--- src/rtl/wec_pkg.sv ---
// ----------------------------------------------------------------------------
// wec_pkg
// Shared types, widths and constants of the wrench offset/EMA conditioner.
// ----------------------------------------------------------------------------
package wec_pkg;

	// Number of force/torque channels and their order.
	localparam int NCH   = 6;
	localparam int CH_FX = 0;
	localparam int CH_FY = 1;
	localparam int CH_FZ = 2;
	localparam int CH_TX = 3;
	localparam int CH_TY = 4;
	localparam int CH_TZ = 5;

	// Sample width and calibration length.
	localparam int SAMPLE_BITS = 16;
	localparam int CAL_SAMPLES = 100;

	// Fixed-point format of the filter weight and state.
	localparam int FRAC_BITS = 16;
	localparam int ALPHA_W   = FRAC_BITS + 1;

	// A remapped sample may be the negated most negative raw value.
	localparam int REMAP_W = SAMPLE_BITS + 1;
	localparam int OFS_W   = SAMPLE_BITS + 1;
	localparam int ADJ_W   = SAMPLE_BITS + 2;
	localparam int FILT_W  = ADJ_W + FRAC_BITS;
	localparam int DIFF_W  = FILT_W + 1;
	localparam int PROD_W  = DIFF_W + ALPHA_W + 1;
	localparam int OUT_W   = FILT_W - FRAC_BITS;

	// Calibration counter and running sum.
	localparam int CNT_W = $clog2(CAL_SAMPLES + 1);
	localparam int SUM_W = REMAP_W + CNT_W;

	// Division of the sum magnitude by CAL_SAMPLES as a reciprocal multiply.
	// The shift is wide enough that the rounded-up reciprocal is exact for
	// every magnitude the sum can reach.
	localparam int ABS_W     = SUM_W - 1;
	localparam int DIV_SHIFT = ABS_W + CNT_W;
	localparam int MUL_W     = DIV_SHIFT + 1;
	localparam int DPROD_W   = ABS_W + MUL_W;
	localparam logic [MUL_W-1:0] DIV_MUL = MUL_W'(((longint'(1) << DIV_SHIFT)
		+ longint'(CAL_SAMPLES) - longint'(1)) / longint'(CAL_SAMPLES));

	localparam logic [ALPHA_W-1:0] ONE_Q16 = ALPHA_W'(1) << FRAC_BITS;

	// Input opcodes.
	typedef enum logic {
		OP_SAMPLE    = 1'b0,
		OP_CAL_START = 1'b1
	} opcode_t;

	typedef logic signed [SAMPLE_BITS-1:0] sample_t;
	typedef logic signed [REMAP_W-1:0]     remap_t;
	typedef logic signed [OFS_W-1:0]       ofs_t;
	typedef logic signed [FILT_W-1:0]      filt_t;
	typedef logic signed [OUT_W-1:0]       out_t;
	typedef logic signed [SUM_W-1:0]       sum_t;
	typedef logic [CNT_W-1:0]              cnt_t;
	typedef logic [ALPHA_W-1:0]            alpha_t;

	// Per-item control from the top level to each channel filter.
	typedef struct packed {
		logic load;    // an item moves into the result register
		logic sample;  // the item is a sensor sample
		logic clear;   // calibration completes with this item
	} filt_ctrl_t;

endpackage

--- src/rtl/wec_channel_filter.sv ---
// ----------------------------------------------------------------------------
// wec_channel_filter
// One channel: offset subtraction and first-order Q.16 smoothing filter.
// ----------------------------------------------------------------------------
module wec_channel_filter (
	input  logic                clk,
	input  logic                arst_n,
	input  wec_pkg::filt_ctrl_t ctrl,
	input  wec_pkg::remap_t     remap,
	input  wec_pkg::ofs_t       offset,
	input  wec_pkg::alpha_t     alpha,
	output wec_pkg::out_t       result
);
	import wec_pkg::*;

	logic signed [ADJ_W-1:0]    adj;
	filt_t                      target;
	logic signed [DIFF_W-1:0]   diff;
	logic signed [ALPHA_W:0]    alpha_s;
	logic signed [PROD_W-1:0]   prod;
	logic signed [FILT_W:0]     step;
	filt_t                      upd;
	filt_t                      filt_next;
	filt_t                      filt_q;
	logic                       round_up;

	// Target value in Q.16 and its distance from the filter state.
	assign adj     = ADJ_W'(remap) - ADJ_W'(offset);
	assign target  = {adj, {FRAC_BITS{1'b0}}};
	assign diff    = DIFF_W'(target) - DIFF_W'(filt_q);
	assign alpha_s = $signed({1'b0, alpha});

	// Weighted step, floored by the arithmetic shift.
	assign prod = PROD_W'(diff) * PROD_W'(alpha_s);
	assign step = (FILT_W + 1)'(prod >>> FRAC_BITS);
	assign upd  = FILT_W'((FILT_W + 1)'(filt_q) + step);

	// A start command keeps the state; a completing sample clears it.
	always_comb begin
		if (ctrl.clear) begin
			filt_next = '0;
		end else if (ctrl.sample) begin
			filt_next = upd;
		end else begin
			filt_next = filt_q;
		end
	end

	always_ff @(posedge clk or negedge arst_n) begin
		if (!arst_n) begin
			filt_q <= '0;
		end else if (ctrl.load) begin
			filt_q <= filt_next;
		end
	end

	// Integer part truncated toward zero.
	assign round_up = filt_next[FILT_W-1] && (filt_next[FRAC_BITS-1:0] != '0);
	assign result   = filt_next[FILT_W-1:FRAC_BITS] + OUT_W'(round_up);

endmodule

--- config.mk ---
export PLATFORM = sky130hd
export DESIGN_NAME = wec_channel_filter
export DESIGN_NICKNAME = d
export VERILOG_FILES = /design/src/rtl/wec_pkg.sv /design/src/rtl/wec_channel_filter.sv
export SDC_FILE = /design/constraint.sdc
export NUM_CORES = 2
export LEC_CHECK = 0
export BUFFER_PORTS_ARGS = -buffer_cell sky130_fd_sc_hd__buf_4
export CORE_AREA = 2 2 207 209
export CTS_CLUSTER_SIZE = 10
export DETAILED_ROUTE_END_ITERATION = 12
export DIE_AREA = 0 0 209 211
export PLACE_DENSITY = 0.8
export REMOVE_ABC_BUFFERS = 1
export SLEW_MARGIN = 20
export SYNTH_ARGS = -nofsm -noshare
export SYNTH_HDL_FRONTEND = slang
export SYNTH_SLANG_ARGS = --single-unit
--- constraint.sdc ---
create_clock -name clk -period 16.2 [get_ports clk]
set_input_delay 1.62 -clock clk [delete_from_list [all_inputs] [get_ports clk]]
set_output_delay 1.62 -clock clk [all_outputs]
set_load 0.05 [all_outputs]
## Yosys cells after proc, flatten, opt, wreduce, memory -nomap -nowiden

Cells that the tools add are included.

| storage, ports and cells | value |
|---|---|
| output and inout port bits | 18 |
| flip-flop bits (word level) | 34 |
| word-level logic and storage cells | 10 |
| input port bits | 56 |

| cells by class | value |
|---|---|
| reduce and logical (&&, ||, !) cells | 2 |
| $mul | 1 |
| mux-type cells | 2 |
| add/subtract/negate cells | 4 |

Operator list:

| cell | number |
|---|---|
| 2-to-1 mux 34 bit | 2 |
| multiplier 35 x 18 -> 50 bit | 1 |
| subtractor 34 x 34 -> 35 bit | 1 |
| adder 34 bit | 1 |
| adder 18 x 1 -> 18 bit | 1 |
| subtractor 17 x 17 -> 18 bit | 1 |
| nonzero test 16 bit | 1 |
| logical AND 1 bit | 1 |

## Logic depth before layout (Yosys ltp)

| logic depth | value |
|---|---|
| depth in word-level cells | 9 |
| gate-level depth with buffers | 67 |
| gate-level depth less buffers | 66 |

## Least setup slack after synthesis

OpenSTA, ideal clock, no wires.

| timing | value |
|---|---|
| path kind | input to output |
| start | in remap[0] |
| end | out result[17] |
| buffers on the path | 1 |
| data required time | 14.580 ns |
| path slack | -0.059 ns |
| data arrival time | 14.639 ns |
| cell stages on the path | 63 |
| cell sequence | inv_1 > ha_1 > fa_1 > nor2b_1 > o21ai_0 > a21boi_0 > o21ai_0 > a21boi_0 > nor2_1 > ha_1 > and2_1 > and3_1 > or3b_1 > a31oi_1 > o21ai_1 > a21boi_1 > o21a_1 > nor2_1 > (+27 left out) > a221oi_1 > nor2_1 > nor3_1 > o31ai_1 > a21o_1 > a21o_1 > a21oi_1 > xnor2_2 > a21o_1 > a21oi_2 > and3_1 > ha_1 > o211a_1 > nand3b_1 > or4b_1 > nor3_2 > o211ai_1 > xnor2_1 |

| on the way | value |
|---|---|
| cells in the longest elaborated chain, start to end | 9 |

Ends and longest elaborated chain:

| element | line | source |
|---|---|---|
| from (decl) | wec_channel_filter.sv:9 | `input wec_pkg::remap_t remap,` |
| subtractor 17 x 17 -> 18 bit (*) | wec_channel_filter.sv:28 | `assign adj = ADJ_W'(remap) - ADJ_W'(offset);` |
| subtractor 34 x 34 -> 35 bit (*) | wec_channel_filter.sv:30 | `assign diff = DIFF_W'(target) - DIFF_W'(filt_q);` |
| multiplier 35 x 18 -> 50 bit (*) | wec_channel_filter.sv:34 | `assign prod = PROD_W'(diff) * PROD_W'(alpha_s);` |
| adder 34 bit (*) | wec_channel_filter.sv:36 | `assign upd = FILT_W'((FILT_W + 1)'(filt_q) + step);` |
| 2-to-1 mux 34 bit (*) | wec_channel_filter.sv:42 | `end else if (ctrl.sample) begin` |
| 2-to-1 mux 34 bit (*) | wec_channel_filter.sv:40 | `if (ctrl.clear) begin` |
| nonzero test 16 bit | wec_channel_filter.sv:58 | `assign round_up = filt_next[FILT_W-1] && (filt_next[FRAC_BITS-1:0] != '0);` |
| logical AND 1 bit | wec_channel_filter.sv:58 |  |
| adder 18 x 1 -> 18 bit (*) | wec_channel_filter.sv:59 | `assign result = filt_next[FILT_W-1:FRAC_BITS] + OUT_W'(round_up);` |
| to (decl) | wec_channel_filter.sv:12 | `output wec_pkg::out_t result` |

Mark *: on every way between the ends. The rest lies on a longest branch, timed or not.

## Worst setup path after layout

| timing | value |
|---|---|
| start | in offset[2] |
| end | out result[16] |

| on the way | value |
|---|---|
| cells in the longest elaborated chain, start to end | 9 |

Ends and longest elaborated chain:

| element | line | source |
|---|---|---|
| from (decl) | wec_channel_filter.sv:10 | `input wec_pkg::ofs_t offset,` |
| subtractor 17 x 17 -> 18 bit (*) | wec_channel_filter.sv:28 |  |
| subtractor 34 x 34 -> 35 bit (*) | wec_channel_filter.sv:30 |  |
| multiplier 35 x 18 -> 50 bit (*) | wec_channel_filter.sv:34 |  |
| adder 34 bit (*) | wec_channel_filter.sv:36 |  |
| 2-to-1 mux 34 bit (*) | wec_channel_filter.sv:42 |  |
| 2-to-1 mux 34 bit (*) | wec_channel_filter.sv:40 |  |
| nonzero test 16 bit | wec_channel_filter.sv:58 |  |
| logical AND 1 bit | wec_channel_filter.sv:58 |  |
| adder 18 x 1 -> 18 bit (*) | wec_channel_filter.sv:59 |  |

Marked as above.

==> results_dict.tcl <==
set metrics [dict create \
    run_status "complete, no violations" \
    grt_use_total_pct 32.1 \
    htreeDepth 2 \
    fill_cells 3229 \
    min-delay-start "filt_q[33]" \
    cts_sinks 34 \
    cts_max_path_buffers 2 \
    syn2layout_area_growth_pct 13.3 \
    r2r-start "filt_q[2]" \
    clk_latency_ns 0.30 \
    multi_input_area_um2 21500 \
    nets 3926 \
    rows 75 \
    path_common_cell "buf_4" \
    synthesis.instances 2939 \
    grt_pass1_vias 23100 \
    post-route-min-period_ns 16.14 \
    finalMaxSlewViolations 0 \
    regArea_um2 851 \
    io_buffers 73 \
    regMostFlops "filt_q" \
    dp_hpwl_mm 54.5 \
    ys_seq_area_share_pct 3.42 \
    fin_crit_sh_pct 99.6 \
    final_core_util_pct 67.6 \
    cts_tree "yes" \
    grt-ovfl-total 0 \
    die_y_um 211 \
    cts-root-buf "clkbuf_16" \
    via_per_inst 5.69 \
    cp_slowest_stage_delay_ns 0.52 \
    yosys_warnings 0 \
    worstPathRequired_ns 14.58 \
    met1_usage_pct 37.6 \
    tns_ns 0 \
    synth_top_area_share_pct 43.6 \
    synth_top_cells_by_count "716 x inv_1, 543 x fa_1, 420 x nand2_1" \
    wl_per_cell_um 18.5 \
    drive_gt1_share_pct 13.8 \
    synth.area.top_cells "fa_1 44%, inv_1 11%, ha_1 9.3%, nand2_1 6.3%, and2_1 6.3%" \
    drt-pass1-iter-count 7 \
    critPathLaunchType "input port" \
    dpl_cell_area_um2 27300 \
    die_w_um 209 \
    worstSetupEndpointType "output port" \
    grt_pass1_wl_mm 113 \
    met3_usage_pct 3.35 \
    crit_arrival_ns 14.52 \
    slew_headroom_pct 29.1 \
    synth_area_per_cell_um2 8.47 \
    ant_nets 0 \
    fin_skew_ns 0.00583 \
    fmax_ghz 0.0620 \
    antenna_found_initial 0 \
    ys_ff_latch 34 \
    synth_top_cell_by_area "fa_1" \
    hold_viol_final 0 \
    rsz0062_at_grt "true" \
    startpoint "offset[2]" \
    gp_congestion 0.965 \
    postCtsHoldBufs 0 \
    n_antenna_cell 0 \
    synth_async_sr_flop_share_pct 100 \
    finalSetupViolCount 0 \
    gr-max-usage-layer "met2" \
    coreArea_um2 41800 \
    use_met2_pct 58.6 \
    numCtsBuffers 5 \
    routed_wl_mm 68.2 \
    drtIter0Drc 1410 \
    largest_reg_flops 34 \
    die_area_um2 44100 \
    dp_slack_ns -0.800 \
    initial_core_util_pct 59.6 \
    syn-cell-area_um2 24900 \
    synth.distinct_cells 79 \
    ios 74 \
    reg.largest.list "filt_q x34" \
    fin_area_um2 28200 \
    synth_edf_count 0 \
    drc 0 \
    crit_type "in2out" \
    worstMarginPinSlew_ns 1.06 \
    path_max_fanout 4 \
    synth_ff_type "dfrtp_1" \
    hold_class "reg2reg" \
    clk_pin_slew_ns 0.06 \
    maxCapViolations 0 \
    slowest_stage "fa_1" \
    worst_slack_ns 0.0622 \
    synth.most_common_cell "inv_1" \
    num_vias 20900 \
    grt_max_degree 43 \
]
## through the flow
| stage | hold WS [ns] | instances |
|---|---|---|
| after detailed placement | 0.552 | 3651 |
| after global placement | 0.513 | 3651 |
| after floorplan | 0.497 | 2830 |
| after global routing | 0.598 | 3680 |
| after CTS | 0.563 | 3670 |
| final | 0.557 | 3680 |
## worst paths after layout
| check | end | slack [ns] | cells after the start |
|---|---|---|---|
| hold / removal | filt_q[33] | 0.56 | 2 |
| setup / recovery | result[16] | 0.06 | 70 |
| max in group asynchronous | filt_q[0] | 14.54 | 1 |
| min in group asynchronous | filt_q[31] | 1.28 | 1 |
| hold reg to reg | filt_q[33] | 0.56 | 2 |
| setup reg to reg | filt_q[26] | 4.21 | 37 |
## per-layer routing
| layer | wire length, um | part of all wire (%) |
|---|---|---|
| met3 | 4260 | 6.2 |
| met2 | 35600 | 52 |
| met1 | 24400 | 36 |
| met4 | 3980 | 5.8 |
| met5 | 0 | 0 |
## repair_timing
item / 4_1_cts / 5_1_grt
pin swaps: 31 / 90
endpoints found under the setup margin: 12 / 12
gates resized for setup: 46 / 103
buffers inserted: 12 / 10
## cell type report
type                       instances  area share (%)
clock buffer                       5           0.443
clock inverter                     2          0.0532
inverter                         716            9.53
multi-input combinational       2080            76.3
sequential                        34            3.01
tap                              539            2.39
timing repair buffer             304            8.29
## critical path, delay by kind of cell
family          cells  cell delay (ns)
fa+ha+maj          12             4.33
compound gates     20             3.71
simple gates       19             2.84
buf+inv            15             1.46
xor+xnor            4             0.56
## layout by cell type (no fill, tap or decap), types with 34 or more instances in the layout
cell type,n
a21o_1,46
xnor2_1,77
a21oi_1,45
nor2_1,77
buf_4,294
dfrtp_1,34
fa_1,541
inv_1,711
o21ai_0,42
ha_1,176
and2_1,243
nand2_1,417
## logic make-up after synthesis
group / after synthesis / synth area share, %
simple gates: 916 / 18.1
buf+inv: 825 / 12.5
fa+ha+maj: 729 / 53.0
compound gates: 304 / 8.28
xor+xnor: 115 / 4.13
flops: 34 / 3.42
mux: 16 / 0.648
Power is left out: the tool's default activity adds up to more than one toggle a clock period on the data nets, which glitch-free logic cannot reach.
